$ cat src/rtl/core/dtr_pkg.sv
package dtr_pkg;

  localparam int CYCLE_WIDTH = 10;

  localparam int PS_W   = 10;
  localparam int PC_W   = ((CYCLE_WIDTH > PS_W) ? CYCLE_WIDTH : PS_W) + 1;
  localparam int TICK_W = PC_W - 4;
  // ticks plus the 8-bit counter, one carry bit on top
  localparam int SUM_W  = ((TICK_W > 8) ? TICK_W : 8) + 1;
  localparam int CNT_W  = $clog2(SUM_W);

  localparam logic [PC_W-1:0] CYC_MASK = PC_W'((64'd1 << CYCLE_WIDTH) - 64'd1);

  localparam logic [1:0] ACT_READ  = 2'd1;
  localparam logic [1:0] ACT_WRITE = 2'd2;

  localparam logic [15:0] ADDR_DIV  = 16'hFF04;
  localparam logic [15:0] ADDR_TIMA = 16'hFF05;
  localparam logic [15:0] ADDR_TMA  = 16'hFF06;
  localparam logic [15:0] ADDR_TAC  = 16'hFF07;

  localparam logic [1:0] RATE_1024 = 2'd0;
  localparam logic [1:0] RATE_16   = 2'd1;
  localparam logic [1:0] RATE_64   = 2'd2;
  localparam logic [1:0] RATE_256  = 2'd3;

  typedef struct packed {
    logic load_in;
    logic adv;
    logic mod_step;
    logic mod_fin;
    logic access;
    logic load_out;
  } dtr_cmd_t;

  typedef struct packed {
    logic need_mod;
  } dtr_status_t;

  function automatic logic [TICK_W-1:0] rate_ticks(logic [PC_W-1:0] pc, logic [1:0] sel);
    logic [TICK_W-1:0] t;
    unique case (sel)
      RATE_1024: t = TICK_W'(pc >> 10);
      RATE_16:   t = TICK_W'(pc >> 4);
      RATE_64:   t = TICK_W'(pc >> 6);
      RATE_256:  t = TICK_W'(pc >> 8);
      default:   t = '0;
    endcase
    return t;
  endfunction

  function automatic logic [PS_W-1:0] rate_left(logic [PC_W-1:0] pc, logic [1:0] sel);
    logic [PS_W-1:0] r;
    unique case (sel)
      RATE_1024: r = pc[9:0];
      RATE_16:   r = {6'd0, pc[3:0]};
      RATE_64:   r = {4'd0, pc[5:0]};
      RATE_256:  r = {2'd0, pc[7:0]};
      default:   r = '0;
    endcase
    return r;
  endfunction

  function automatic logic glitch_hit(logic [PS_W-1:0] ps, logic [1:0] sel);
    logic g;
    unique case (sel)
      RATE_1024: g = ps[9];
      RATE_16:   g = ps[3];
      RATE_64:   g = ps[5];
      RATE_256:  g = ps[7];
      default:   g = 1'b0;
    endcase
    return g;
  endfunction

endpackage

$ cat src/rtl/core/dtr_if.sv
interface dtr_in_if;
  logic        valid;
  logic        ready;
  logic [1:0]  action;
  logic [15:0] address;
  logic [7:0]  write_data;
  logic [9:0]  cycles;

  modport source (output valid, output action, output address, output write_data,
                  output cycles, input ready);
  modport sink (input valid, input action, input address, input write_data,
                input cycles, output ready);
endinterface

interface dtr_out_if;
  logic       valid;
  logic       ready;
  logic [7:0] read_data;
  logic       timer_irq;

  modport source (output valid, output read_data, output timer_irq, input ready);
  modport sink (input valid, input read_data, input timer_irq, output ready);
endinterface

$ cat src/rtl/core/dtr_datapath.sv
module dtr_datapath
  import dtr_pkg::*;
(
  input  logic        clk,
  input  logic        rst_n,
  input  dtr_cmd_t    cmd,
  output dtr_status_t status,
  input  logic [1:0]  in_action,
  input  logic [15:0] in_address,
  input  logic [7:0]  in_write_data,
  input  logic [9:0]  in_cycles,
  output logic [7:0]  out_read_data,
  output logic        out_timer_irq
);

  // latched request
  logic [1:0]       act_r;
  logic [15:0]      addr_r;
  logic [7:0]       wdata_r;
  logic [PC_W-1:0]  cyc_r;

  // timer state
  logic [7:0]       div_r, div_nxt;
  logic [7:0]       sub_r, sub_nxt;
  logic [PS_W-1:0]  ps_r, ps_nxt;
  logic [7:0]       tc_r, tc_nxt;
  logic [7:0]       mod_r, mod_nxt;
  logic [1:0]       sel_r, sel_nxt;
  logic             on_r, on_nxt;
  logic             ovf_r, ovf_nxt;
  logic             rld_r, rld_nxt;
  logic             irq_r, irq_nxt;
  logic [7:0]       rd_r, rd_nxt;

  // remainder unit
  logic [SUM_W-1:0] q_r, q_nxt;
  logic [7:0]       p_r, p_nxt;
  logic [8:0]       d_r, d_nxt;

  logic [7:0]       out_rd_r;
  logic             out_irq_r;

  // advance terms
  logic             do_adv;
  logic [PC_W-1:0]  div_sum;
  logic [PC_W-1:0]  pc;
  logic [PS_W-1:0]  ps_left;
  logic [SUM_W-1:0] tsum;
  logic             wrap;
  logic [SUM_W-1:0] rem;
  logic [8:0]       divisor;
  logic             rem_big;
  logic [8:0]       trial;
  logic             gl;

  assign do_adv  = !(act_r == ACT_READ || act_r == ACT_WRITE) || (cyc_r != '0);
  assign div_sum = PC_W'(sub_r) + cyc_r;
  assign pc      = PC_W'(ps_r) + cyc_r;
  assign ps_left = rate_left(pc, sel_r);
  assign tsum    = SUM_W'(rate_ticks(pc, sel_r)) + SUM_W'(tc_r);
  assign wrap    = tsum > SUM_W'(255);
  assign rem     = tsum - SUM_W'(256);
  assign divisor = 9'h100 - {1'b0, mod_r};
  assign rem_big = rem >= SUM_W'(divisor);
  assign trial   = {p_r, q_r[SUM_W-1]};
  assign gl      = on_r && glitch_hit(ps_r, sel_r);

  assign status.need_mod = do_adv && on_r && wrap && rem_big;

  always_comb begin
    div_nxt = div_r;
    sub_nxt = sub_r;
    ps_nxt  = ps_r;
    tc_nxt  = tc_r;
    mod_nxt = mod_r;
    sel_nxt = sel_r;
    on_nxt  = on_r;
    ovf_nxt = ovf_r;
    rld_nxt = rld_r;
    irq_nxt = irq_r;
    rd_nxt  = rd_r;
    q_nxt   = q_r;
    p_nxt   = p_r;
    d_nxt   = d_r;

    if (cmd.load_in) begin
      irq_nxt = 1'b0;
      rd_nxt  = 8'd0;
    end

    if (cmd.adv && do_adv) begin
      div_nxt = div_r + 8'(div_sum >> 8);
      sub_nxt = div_sum[7:0];
      rld_nxt = ovf_r && (cyc_r == PC_W'(4));
      ovf_nxt = 1'b0;
      if (on_r) begin
        ps_nxt = ps_left;
        if (wrap) begin
          irq_nxt = 1'b1;
          // exact overflow opens the short windows
          if (tsum == SUM_W'(256)) begin
            if (ps_left < PS_W'(4)) begin
              ovf_nxt = 1'b1;
            end else if (ps_left < PS_W'(8)) begin
              rld_nxt = 1'b1;
            end
          end
          if (rem_big) begin
            q_nxt = rem;
            p_nxt = 8'd0;
            d_nxt = divisor;
          end else begin
            tc_nxt = mod_r + rem[7:0];
          end
        end else begin
          tc_nxt = tsum[7:0];
        end
      end
    end

    // one remainder bit per step
    if (cmd.mod_step) begin
      q_nxt = q_r << 1;
      if (trial >= d_r) begin
        p_nxt = 8'(trial - d_r);
      end else begin
        p_nxt = trial[7:0];
      end
    end

    if (cmd.mod_fin) begin
      tc_nxt = mod_r + p_r;
    end

    if (cmd.access) begin
      if (act_r == ACT_READ) begin
        unique case (addr_r)
          ADDR_DIV:  rd_nxt = div_r;
          ADDR_TIMA: rd_nxt = ovf_r ? 8'd0 : tc_r;
          ADDR_TMA:  rd_nxt = mod_r;
          ADDR_TAC:  rd_nxt = {5'd0, on_r, sel_r};
          default:   rd_nxt = 8'hFF;
        endcase
      end else if (act_r == ACT_WRITE) begin
        unique case (addr_r)
          ADDR_DIV: begin
            if (gl) begin
              if (tc_r == 8'hFF) begin
                irq_nxt = 1'b1;
                tc_nxt  = mod_r;
              end else begin
                tc_nxt = tc_r + 8'd1;
              end
            end
            div_nxt = 8'd0;
            sub_nxt = 8'd0;
            ps_nxt  = '0;
          end
          ADDR_TIMA: begin
            if (!rld_r) begin
              tc_nxt = wdata_r;
            end
          end
          ADDR_TMA: begin
            mod_nxt = wdata_r;
            if (ovf_r || rld_r) begin
              tc_nxt = wdata_r;
            end
          end
          ADDR_TAC: begin
            // turning the timer off can tick the counter once
            if (gl && !wdata_r[2]) begin
              if (tc_r == 8'hFF) begin
                irq_nxt = 1'b1;
                tc_nxt  = mod_r;
              end else begin
                tc_nxt = tc_r + 8'd1;
              end
            end
            sel_nxt = wdata_r[1:0];
            on_nxt  = wdata_r[2];
          end
          default: begin
          end
        endcase
      end
    end
  end

  always_ff @(posedge clk) begin
    if (!rst_n) begin
      div_r <= '0;
      sub_r <= '0;
      ps_r  <= '0;
      tc_r  <= '0;
      mod_r <= '0;
      sel_r <= '0;
      on_r  <= 1'b0;
      ovf_r <= 1'b0;
      rld_r <= 1'b0;
      irq_r <= 1'b0;
    end else begin
      div_r <= div_nxt;
      sub_r <= sub_nxt;
      ps_r  <= ps_nxt;
      tc_r  <= tc_nxt;
      mod_r <= mod_nxt;
      sel_r <= sel_nxt;
      on_r  <= on_nxt;
      ovf_r <= ovf_nxt;
      rld_r <= rld_nxt;
      irq_r <= irq_nxt;
    end
  end

  always_ff @(posedge clk) begin
    if (cmd.load_in) begin
      act_r   <= in_action;
      addr_r  <= in_address;
      wdata_r <= in_write_data;
      cyc_r   <= PC_W'(in_cycles) & CYC_MASK;
    end
    if (cmd.load_out) begin
      out_rd_r  <= rd_r;
      out_irq_r <= irq_r;
    end
    rd_r <= rd_nxt;
    q_r  <= q_nxt;
    p_r  <= p_nxt;
    d_r  <= d_nxt;
  end

  assign out_read_data = out_rd_r;
  assign out_timer_irq = out_irq_r;

endmodule

$ cat src/rtl/core/dtr_ctrl.sv
module dtr_ctrl
  import dtr_pkg::*;
(
  input  logic        clk,
  input  logic        rst_n,
  input  logic        in_valid,
  output logic        in_ready,
  output logic        out_valid,
  input  logic        out_ready,
  input  dtr_status_t status,
  output dtr_cmd_t    cmd
);

  typedef enum logic [2:0] {
    S_IDLE,
    S_ADV,
    S_MOD,
    S_FIN,
    S_ACC,
    S_DONE
  } state_t;

  state_t           state_r;
  logic [CNT_W-1:0] step_r;
  logic             out_valid_r;
  logic             step_last;
  logic             out_free;

  assign step_last = step_r == CNT_W'(SUM_W - 1);
  assign out_free  = !out_valid_r || out_ready;

  assign in_ready  = state_r == S_IDLE;
  assign out_valid = out_valid_r;

  always_comb begin
    cmd          = '0;
    cmd.load_in  = (state_r == S_IDLE) && in_valid;
    cmd.adv      = state_r == S_ADV;
    cmd.mod_step = state_r == S_MOD;
    cmd.mod_fin  = state_r == S_FIN;
    cmd.access   = state_r == S_ACC;
    cmd.load_out = (state_r == S_DONE) && out_free;
  end

  always_ff @(posedge clk) begin
    if (!rst_n) begin
      state_r     <= S_IDLE;
      step_r      <= '0;
      out_valid_r <= 1'b0;
    end else begin
      // a new result loads, otherwise a waiting one stays until taken
      out_valid_r <= ((state_r == S_DONE) && out_free) || (out_valid_r && !out_ready);
      unique case (state_r)
        S_IDLE: begin
          if (in_valid) begin
            state_r <= S_ADV;
          end
        end
        S_ADV: begin
          step_r  <= '0;
          state_r <= status.need_mod ? S_MOD : S_ACC;
        end
        S_MOD: begin
          step_r <= step_r + CNT_W'(1);
          if (step_last) begin
            state_r <= S_FIN;
          end
        end
        S_FIN: begin
          state_r <= S_ACC;
        end
        S_ACC: begin
          state_r <= S_DONE;
        end
        S_DONE: begin
          if (out_free) begin
            state_r <= S_IDLE;
          end
        end
        default: begin
          state_r <= S_IDLE;
        end
      endcase
    end
  end

  a_accept_starts: assert property (@(posedge clk) disable iff (!rst_n)
    (in_valid && in_ready) |=> (state_r == S_ADV))
    else $error("accepted request did not start the advance step");

  a_mod_ends: assert property (@(posedge clk) disable iff (!rst_n)
    (state_r == S_MOD && step_last) |=> (state_r == S_FIN))
    else $error("remainder unit ran past its last step");

  a_no_overwrite: assert property (@(posedge clk) disable iff (!rst_n)
    (state_r == S_DONE && out_valid_r && !out_ready) |=> (state_r == S_DONE))
    else $error("result left before the pending one was taken");

  a_valid_source: assert property (@(posedge clk) disable iff (!rst_n)
    $rose(out_valid_r) |-> $past(state_r == S_DONE))
    else $error("result raised outside the done step");

endmodule

$ cat src/rtl/core/divider_timer_with_reload.sv
// channel  dir  handshake            payload
// in_ch    in   valid/ready          action, address, write_data, cycles
// out_ch   out  valid/ready          read_data, timer_irq
//
// a request steps through accept, advance, register access and result load
// a counter wrap that spans more than one modulo period adds the remainder steps
// and a finish step for the bit-serial remainder unit
// rst_n is synchronous and active low; all timer registers clear to zero
// the next request is accepted while a finished result waits on out_ch;
// a stalled out_ch holds the following result in the done step
module divider_timer_with_reload
  import dtr_pkg::*;
(
  input  logic      clk,
  input  logic      rst_n,
  dtr_in_if.sink    in_ch,
  dtr_out_if.source out_ch
);

  dtr_cmd_t    cmd;
  dtr_status_t status;

  dtr_ctrl u_ctrl (
    .clk       (clk),
    .rst_n     (rst_n),
    .in_valid  (in_ch.valid),
    .in_ready  (in_ch.ready),
    .out_valid (out_ch.valid),
    .out_ready (out_ch.ready),
    .status    (status),
    .cmd       (cmd)
  );

  dtr_datapath u_datapath (
    .clk           (clk),
    .rst_n         (rst_n),
    .cmd           (cmd),
    .status        (status),
    .in_action     (in_ch.action),
    .in_address    (in_ch.address),
    .in_write_data (in_ch.write_data),
    .in_cycles     (in_ch.cycles),
    .out_read_data (out_ch.read_data),
    .out_timer_irq (out_ch.timer_irq)
  );

endmodule

$ cat src/flat_wrapper.sv
// flat-port wrapper written by rule: the top's interface ports become plain ports
module divider_timer_with_reload_flat import dtr_pkg::*;
  (clk, rst_n, in_ch_valid, in_ch_action, in_ch_address, in_ch_write_data, in_ch_cycles, in_ch_ready, out_ch_valid, out_ch_read_data, out_ch_timer_irq, out_ch_ready);
  dtr_in_if in_ch_i ();
  dtr_out_if out_ch_i ();
  input  logic clk;
  input  logic rst_n;
  input wire logic [$bits(in_ch_i.valid)-1:0] in_ch_valid;
  input wire logic [$bits(in_ch_i.action)-1:0] in_ch_action;
  input wire logic [$bits(in_ch_i.address)-1:0] in_ch_address;
  input wire logic [$bits(in_ch_i.write_data)-1:0] in_ch_write_data;
  input wire logic [$bits(in_ch_i.cycles)-1:0] in_ch_cycles;
  output wire logic [$bits(in_ch_i.ready)-1:0] in_ch_ready;
  output wire logic [$bits(out_ch_i.valid)-1:0] out_ch_valid;
  output wire logic [$bits(out_ch_i.read_data)-1:0] out_ch_read_data;
  output wire logic [$bits(out_ch_i.timer_irq)-1:0] out_ch_timer_irq;
  input wire logic [$bits(out_ch_i.ready)-1:0] out_ch_ready;
  assign in_ch_i.valid = in_ch_valid;
  assign in_ch_i.action = in_ch_action;
  assign in_ch_i.address = in_ch_address;
  assign in_ch_i.write_data = in_ch_write_data;
  assign in_ch_i.cycles = in_ch_cycles;
  assign in_ch_ready = in_ch_i.ready;
  assign out_ch_valid = out_ch_i.valid;
  assign out_ch_read_data = out_ch_i.read_data;
  assign out_ch_timer_irq = out_ch_i.timer_irq;
  assign out_ch_i.ready = out_ch_ready;
  divider_timer_with_reload u_core (.clk(clk), .rst_n(rst_n), .in_ch(in_ch_i), .out_ch(out_ch_i));
endmodule
$ cat config.mk
export PLATFORM = sky130hd
export DESIGN_NAME = divider_timer_with_reload_flat
export DESIGN_NICKNAME = d
export VERILOG_FILES = /design/src/rtl/core/dtr_pkg.sv /design/src/rtl/core/dtr_if.sv /design/src/rtl/core/dtr_datapath.sv /design/src/rtl/core/dtr_ctrl.sv /design/src/rtl/core/divider_timer_with_reload.sv /design/src/flat_wrapper.sv
export SDC_FILE = /design/constraint.sdc
export NUM_CORES = 1
export LEC_CHECK = 0
export ABC_CLOCK_PERIOD_IN_PS = 9700
export CAP_MARGIN = 20
export CORE_MARGIN = 4
export CORE_UTILIZATION = 45
export CTS_CLUSTER_DIAMETER = 120
export DETAILED_ROUTE_END_ITERATION = 10
export DONT_BUFFER_PORTS = 1
export PLACE_DENSITY = 0.6
export SYNTH_ARGS = -nofsm -noshare
export SYNTH_HDL_FRONTEND = slang
export SYNTH_SLANG_ARGS = --single-unit
$ cat constraint.sdc
create_clock -name clk -period 9.7 [get_ports clk]
set_input_delay 0.97 -clock clk [delete_from_list [all_inputs] [get_ports clk]]
set_output_delay 0.97 -clock clk [all_outputs]
set_load 0.03 [all_outputs]
==> impl_metrics.toml, run 1 <==
[sta]
layout_min_cycle_time_ns = 6.910
finalCritPeriodShare_pct = 71.23
rsz0062_at_grt = "false"
fin_setup_tns_ns = 0
skew_ns = 0.006767
max_slew_margin_pct = 22.71
setup_viol = 0
final_max_slew_viol_count = 0
final_hold_viol_count = 0
fmax_ghz = 0.1447
worstMarginPinSlew_ns = 1.159

[place]
placed_cell_area_um2 = 8617
hpwl_mm = 15.88
place_congestion = 0.9422
port_buffers = 0

[worst_setup_path]
path_cells = "ha_1, fa_1, a21oi_1, o211ai_1, o41ai_1, o21a_1, nor2_1, a211oi_1, a21oi_1, ha_1, fa_1, a211oi_1, o21ai_0, a21o_1, nand2_1, ha_1, a21oi_1, o21ai_0, a211oi_1, nor3_2, buf_4, nand2b_1, and2_1"
cp_max_fo = 19
worst_path_max_delay_cell = "a211oi_1"
end_kind = "flip-flop"
cp_top_family = "compound AO/OA/AOI/OAI gates"
crit_path_end = "u_core.u_ctrl.state_r[1]"
cp.required_ns = 10.02
crit_arrival_ns = 7.23
critPathLaunchType = "flip-flop"
path_class = "flip-flop to flip-flop"
cp.depth = 23
startpoint = "u_core.u_datapath.cyc_r[0]"
r2r-start = "u_core.u_datapath.cyc_r[0]"
timing.rr.end = "u_core.u_ctrl.state_r[1]"
path_buf_inv = 1
reg2reg_setup_slack_ns = 2.79
ff2ff_path_depth = 23
cpPeakStageDelay_ns = 0.61

[min_path]
min_path_type = "flip-flop to flip-flop"
min_path_cells = 0

[cts]
h-tree-depth = 4
clock_sinks = 135
hold_buffers = 0
clkLatencyLatePin_ns = 0.43
cts_tree = "yes"
clock-root-buffer = "clkbuf_16"
numCtsBuffers = 17
clkSlewWorstSetupHoldPaths_ns = 0.06
postCtsResizedCells = 0
postCtsSetupBuffers = 0
clock_path_buffers = 2

[outcome]
outcome = "completed"

[global_routing]
grt_overflow_total = 0
track_usage_pct = 21.42
grt_max_degree = 39
first_global_vias = 6171
grt_pass1_wl_mm = 34.15
antenna_found_initial = 0

[die]
ios = 51
initial_core_util_pct = 46.27
dieArea_um2 = 20980
die_x_um = 144.8
num_rows = 49
core-area_um2 = 18210
die_height_um = 144.8

[final_layout]
final_nets = 997
nFillCells = 1684
fin_area_um2 = 9239
layout_commonest_cell = "nand2_1"
mostFrequentLayoutCells = "nand2_1 (79), a21oi_1 (73), edfxtp_1 (70)"
areaGrowthSynthToFinish_pct = 9.652
antenna_cells = 0
layout-drive-gt1-share_pct = 6.027

[power_and_ir_drop]
pwr_density_cell_nw_per_um2 = 151.8
vdd_ir_drop_max_v = 0.0001846
p_leak_nw = 3.727

[logic_synthesis]
ys.flop_type = "edfxtp_1"
synth_cells = 891
avgSynthCellArea_um2 = 9.456
async_flop_share_pct = 0
ys_types = 74
synth_nets = 1005
synth_edf_count = 70
syn_area_um2 = 8426
yosys_warnings = 0
ys_seq_area_share_pct = 40.39
synth-seq-cells = 135

[routing]
drtAntennaViolNets = 0
wl_per_cell_um = 19.13
viasPerCell = 5.841
drt_iter0_drc = 516
drcViolationCount = 0
first_pass_iters = 6
drt-total-wl_mm = 21.52
vias = 6571

[job]
drv_cap = 0
## routing by layer
layer | part of all wire, % | global-route usage [%]
met4 | 1.2 | 4.909
met2 | 42 | 31.63
met5 | 0 | 0
met1 | 49 | 30.92
met3 | 7.2 | 6.540
## report_power, final
| part | internal (mW) | switching [mW] |
|---|---|---|
| logic | 0.0308 | 0.0509 |
| clock network | 0.410 | 0.270 |
| registers | 0.622 | 0.0191 |
| total | 1.06 | 0.340 |
## worst register-to-register path, stage by stage (launching register included)
cell      delay (ns)
edfxtp_1        0.42
ha_1            0.27
fa_1            0.47
a21oi_1         0.21
o211ai_1        0.14
o41ai_1         0.44
o21a_1          0.25
nor2_1          0.07
a211oi_1        0.24
a21oi_1         0.07
ha_1            0.23
fa_1            0.44
a211oi_1        0.27
o21ai_0         0.20
a21o_1          0.28
nand2_1         0.38
ha_1            0.34
a21oi_1         0.15
o21ai_0         0.13
a211oi_1        0.61
nor3_2          0.09
buf_4           0.23
nand2b_1        0.53
and2_1          0.36
## area by class of cell
type,count,area [µm²],area share [%]
clock buffer,17,425.4,4.605
timing repair buffer,6,42.54,0.4605
sequential,135,3403,36.84
clock inverter,15,191.4,2.072
multi-input combinational,677,4717,51.06
inverter,46,172.7,1.869
tap,229,286.5,3.101
## metrics by stage
step | utilization [%] | power (mW) | instances | worst slack (ns) | hold slack, ns
floorplan | - | 0.7134 | 891 | 3.771 | 0.4081
global placement | 47.32 | 0.7339 | 1092 | 3.025 | 0.4126
detailed placement | 47.32 | 0.7346 | 1092 | 2.884 | 0.4240
CTS | 50.71 | 1.412 | 1124 | 2.847 | 0.4386
global route | 50.74 | 1.457 | 1125 | 2.233 | 0.4478
finish | 50.74 | 1.403 | 1125 | 2.790 | 0.4330
## cell usage after synthesis (9+ instances only)
| master | instances | area, µm² |
|---|---|---|
| nand2_1 | 79 | 296.5 |
| a21oi_1 | 73 | 365.4 |
| edfxtp_1 | 70 | 2102 |
| ha_1 | 67 | 838.3 |
| dfxtp_1 | 65 | 1301 |
| nor2_1 | 63 | 236.5 |
| o21ai_0 | 49 | 245.2 |
| inv_1 | 46 | 172.7 |
| nor2b_1 | 30 | 187.7 |
| xor2_1 | 28 | 245.2 |
| mux2i_1 | 24 | 240.2 |
| nor3_1 | 24 | 120.1 |
| clkbuf_1 | 23 | 86.33 |
| xnor2_1 | 22 | 192.7 |
| nand3_1 | 19 | 95.09 |
| a211oi_1 | 12 | 90.09 |
| a21o_1 | 12 | 90.09 |
| a22oi_1 | 11 | 82.58 |
| and2_1 | 10 | 62.56 |
| nand2b_1 | 9 | 56.30 |
| o21a_1 | 9 | 67.56 |
## cell families after synthesis
logic type | share of synthesized area (%)
compound gates | 18.74
xor+xnor | 5.198
fa+ha+maj | 11.61
buf+inv | 3.698
flops | 40.39
mux | 3.252
simple gates | 17.11
## how the worst min path moves through the flow
stage | from | end | slack [ns]
after floorplan | u_core.u_datapath.rd_r[0] | u_core.u_datapath.out_read_data[0] | 0.41
after global placement | u_core.u_datapath.rd_r[6] | u_core.u_datapath.out_read_data[6] | 0.41
after detailed placement | u_core.u_datapath.rd_r[6] | u_core.u_datapath.out_read_data[6] | 0.42
after CTS | u_core.u_datapath.rd_r[1] | u_core.u_datapath.out_read_data[1] | 0.44
after global routing | u_core.u_datapath.rd_r[3] | u_core.u_datapath.out_read_data[3] | 0.45
final | u_core.u_datapath.rd_r[1] | u_core.u_datapath.out_read_data[1] | 0.43
## flip-flops by register name, summed over array words and instances, names as in the netlist
register	count
u_core.u_datapath.addr_r	16
u_core.u_datapath.cyc_r	10
u_core.u_datapath.ps_r	10
u_core.u_datapath.d_r	9
u_core.u_datapath.q_r	9
u_core.u_datapath.div_r	8
u_core.u_datapath.mod_r	8
u_core.u_datapath.out_read_data	8
u_core.u_datapath.p_r	8
u_core.u_datapath.rd_r	8
u_core.u_datapath.sub_r	8
u_core.u_datapath.tc_r	8
u_core.u_datapath.wdata_r	8
u_core.u_ctrl.step_r	4
u_core.u_ctrl.state_r	3
u_core.u_datapath.act_r	2
u_core.u_datapath.sel_r	2
u_core.u_ctrl.out_valid	1
u_core.u_datapath.irq_r	1
u_core.u_datapath.on_r	1
u_core.u_datapath.out_timer_irq	1
u_core.u_datapath.ovf_r	1
u_core.u_datapath.rld_r	1
No activity file was read; power rests on OpenSTA's default activity.
==> run 2, diff against run 1 <==
--- a/config.mk
+++ b/config.mk
@@ -5,14 +5,15 @@
 export SDC_FILE = /design/constraint.sdc
 export NUM_CORES = 1
 export LEC_CHECK = 0
-export ABC_CLOCK_PERIOD_IN_PS = 9700
+export ABC_AREA = 1
+export ABC_CLOCK_PERIOD_IN_PS = 5900
 export CAP_MARGIN = 20
 export CORE_MARGIN = 4
 export CORE_UTILIZATION = 45
 export CTS_CLUSTER_DIAMETER = 120
 export DETAILED_ROUTE_END_ITERATION = 10
 export DONT_BUFFER_PORTS = 1
-export PLACE_DENSITY = 0.6
+export PLACE_DENSITY = 0.62
 export SYNTH_ARGS = -nofsm -noshare
 export SYNTH_HDL_FRONTEND = slang
 export SYNTH_SLANG_ARGS = --single-unit
==> constraint.sdc (replaced) <==
create_clock -name clk -period 5.9 [get_ports clk]
set_input_delay 0.59 -clock clk [delete_from_list [all_inputs] [get_ports clk]]
set_output_delay 0.59 -clock clk [all_outputs]
set_load 0.03 [all_outputs]
==> impl_metrics.toml, run 2 <==
[outcome]
outcome = "completed"

[die]
ios = 51
dieArea_um2 = 22490
die_x_um = 150.0
die_height_um = 150.0
initial_core_util_pct = 46.14
num_rows = 51
core-area_um2 = 19650

[worst_setup_path]
cp.required_ns = 6.18
end_kind = "flip-flop"
path_buf_inv = 4
worst_path_max_delay_cell = "fa_1"
cp_max_fo = 11
cpPeakStageDelay_ns = 0.49
cpMostUsedCell = "nand2_1"
critPathLaunchType = "flip-flop"
cp_top_family = "simple AND/OR/NAND/NOR gates"
crit_arrival_ns = 5.54
path_class = "flip-flop to flip-flop"

[final_layout]
nFillCells = 1969
layout-drive-gt1-share_pct = 7.744
areaGrowthSynthToFinish_pct = 9.271
layout_commonest_cell = "nand2_1"
mostFrequentLayoutCells = "nand2_1 (245), inv_1 (160), nor2_1 (97)"
largest_register_ffs = 16
largest-register = "u_core.u_datapath.addr_r"
seqCellArea_um2 = 3403
antenna_cells = 0
multi_input_area_um2 = 4903
reg_top3 = "u_core.u_datapath.addr_r x16, u_core.u_datapath.cyc_r x10, u_core.u_datapath.ps_r x10"
final_nets = 1289

[logic_synthesis]
synth.largest_area_cell = "edfxtp_1"
avgSynthCellArea_um2 = 7.725
yosys_warnings = 0
synth_most_common_cell = "nand2_1"
yosys-top-cells-count = "nand2_1 (246), inv_1 (160), nor2_1 (97)"
async_flop_share_pct = 0
ys.flop_type = "edfxtp_1"
ys_seq_area_share_pct = 37.53
synth_cells = 1174
ys_types = 58
yosys-top-cells-area = "edfxtp_1 (23%), dfxtp_1 (14%), nand2_1 (10%), ha_1 (9.2%), inv_1 (6.6%)"
netlist.area_leader.share_pct = 23.18
synth_nets = 1288
synth-seq-cells = 135
syn_area_um2 = 9069
synth_edf_count = 70

[routing]
first_pass_iters = 5
drcViolationCount = 0
wl_per_cell_um = 16.22
drt-total-wl_mm = 23.57
drtAntennaViolNets = 0
vias = 7714
viasPerCell = 5.309
drt_iter0_drc = 521

[cts]
h-tree-depth = 4
clkLatencyLatePin_ns = 0.42
clock_sinks = 135
cts_tree = "yes"
numCtsBuffers = 17
hold_buffers = 0
postCtsSetupBuffers = 0
clock-root-buffer = "clkbuf_16"
clock_path_buffers = 2
clkSlewWorstSetupHoldPaths_ns = 0.06

[power_and_ir_drop]
pwr_density_cell_nw_per_um2 = 236.7
vdd_ir_drop_max_v = 0.0001828
p_leak_nw = 4.405

[sta]
setup_viol = 0
final_max_slew_viol_count = 0
worstMarginPinSlew_ns = 0.8988
fin_setup_tns_ns = 0
fmax_ghz = 0.1902
layout_setup_ws_ns = 0.6414
final_hold_viol_count = 0
rsz0062_at_grt = "false"
layout_min_cycle_time_ns = 5.259
max_slew_margin_pct = 39.86
skew_ns = 0.006257
finalCritPeriodShare_pct = 89.13

[place]
place_congestion = 0.9436
hpwl_mm = 18.27
port_buffers = 0
dp_slack_ns = 0.4075

[global_routing]
antenna_found_initial = 0
grt_overflow_total = 0
first_global_vias = 7314
grt_max_degree = 33
grt_pass1_wl_mm = 38.31
track_usage_pct = 21.70

[job]
drv_cap = 0

[min_path]
min_path_type = "input port to flip-flop"
## run 2: cell types whose count changed after synthesis, sizes merged, moves of 16 or more
cell	previous run	this run
nor2b	30	0
mux2i	24	0
nor2	64	106
inv	46	171
nand3	20	97
clkbuf	23	7
o21ai	51	75
a21oi	74	101
nand2	79	256
## run 2: path summary, 6_finish.rpt
kind	slack, ns	cells after the start	startpoint	to
max	0.64	32	u_core.u_datapath.cyc_r[0]	u_core.u_datapath.tc_r[2]
min	0.26	0	in_ch_write_data[7]	u_core.u_datapath.wdata_r[7]
max reg2reg	0.64	32	u_core.u_datapath.cyc_r[0]	u_core.u_datapath.tc_r[2]
min reg2reg	0.43	0	u_core.u_datapath.rd_r[0]	u_core.u_datapath.out_read_data[0]
## run 2: layer usage
metal	routed length, µm	vias to the layer above	share of wire, %	GRT usage [%]
met3	1077	30	4.6	4.179
met2	11250	202	48	36.25
met1	10830	3529	46	29.11
li1	-	3953	-	-
met5	0	-	0	0
met4	418	0	1.8	5.261
## run 2: cell type report
type / instances / share of cell area, %
Sequential cell: 135 / 34.34
Tap cell: 265 / 3.346
Inverter: 174 / 6.641
Clock inverter: 14 / 1.629
Timing Repair Buffer: 3 / 0.2273
Multi-Input combinational cell: 844 / 49.48
Clock buffer: 18 / 4.331
## run 2: cells by family (layout without fill, tap and decap cells)
group	count (synthesis)	count (layout)	share of synthesized area (%)
compound gates	217	217	13.65
simple gates	520	520	26.42
xor+xnor	33	33	3.187
fa+ha+maj	74	74	10.79
flops	135	135	37.53
buf+inv	195	209	8.430
## run 2: worst reg2reg max path, delay by kind of cell, from the launching register on
kind / cells / cell delay [ns]
buf+inv: 4 / 0.38
flops: 1 / 0.42
simple gates: 19 / 2.03
compound gates: 4 / 0.54
fa+ha+maj: 5 / 1.74
## run 2: timing repair
| action | 4_1_cts | 5_1_grt |
|---|---|---|
| gates resized for setup | 0 | 1 |
| hold endpoints to repair | 0 | 0 |
| endpoints found under the setup margin | 0 | 17 |
## run 2: metrics by stage
step | cells | power, mW | hold slack [ns] | utilization, % | area, µm²
finish | 1453 | 2.345 | 0.2590 | 50.42 | 9910
global route | 1453 | 2.442 | 0.2342 | 50.42 | 9910
detailed placement | 1421 | 1.288 | 0.4156 | 47.40 | 9316
global placement | 1421 | 1.285 | 0.4164 | 47.40 | 9316
CTS | 1453 | 2.367 | 0.2409 | 50.41 | 9907
floorplan | 1174 | 1.238 | 0.4086 | - | 9069
## run 2: where the power goes
| group | internal [mW] | switching [mW] |
|---|---|---|
| clock | 0.634 | 0.444 |
| combinational | 0.0630 | 0.132 |
| sequential | 1.04 | 0.0364 |
| total | 1.73 | 0.613 |
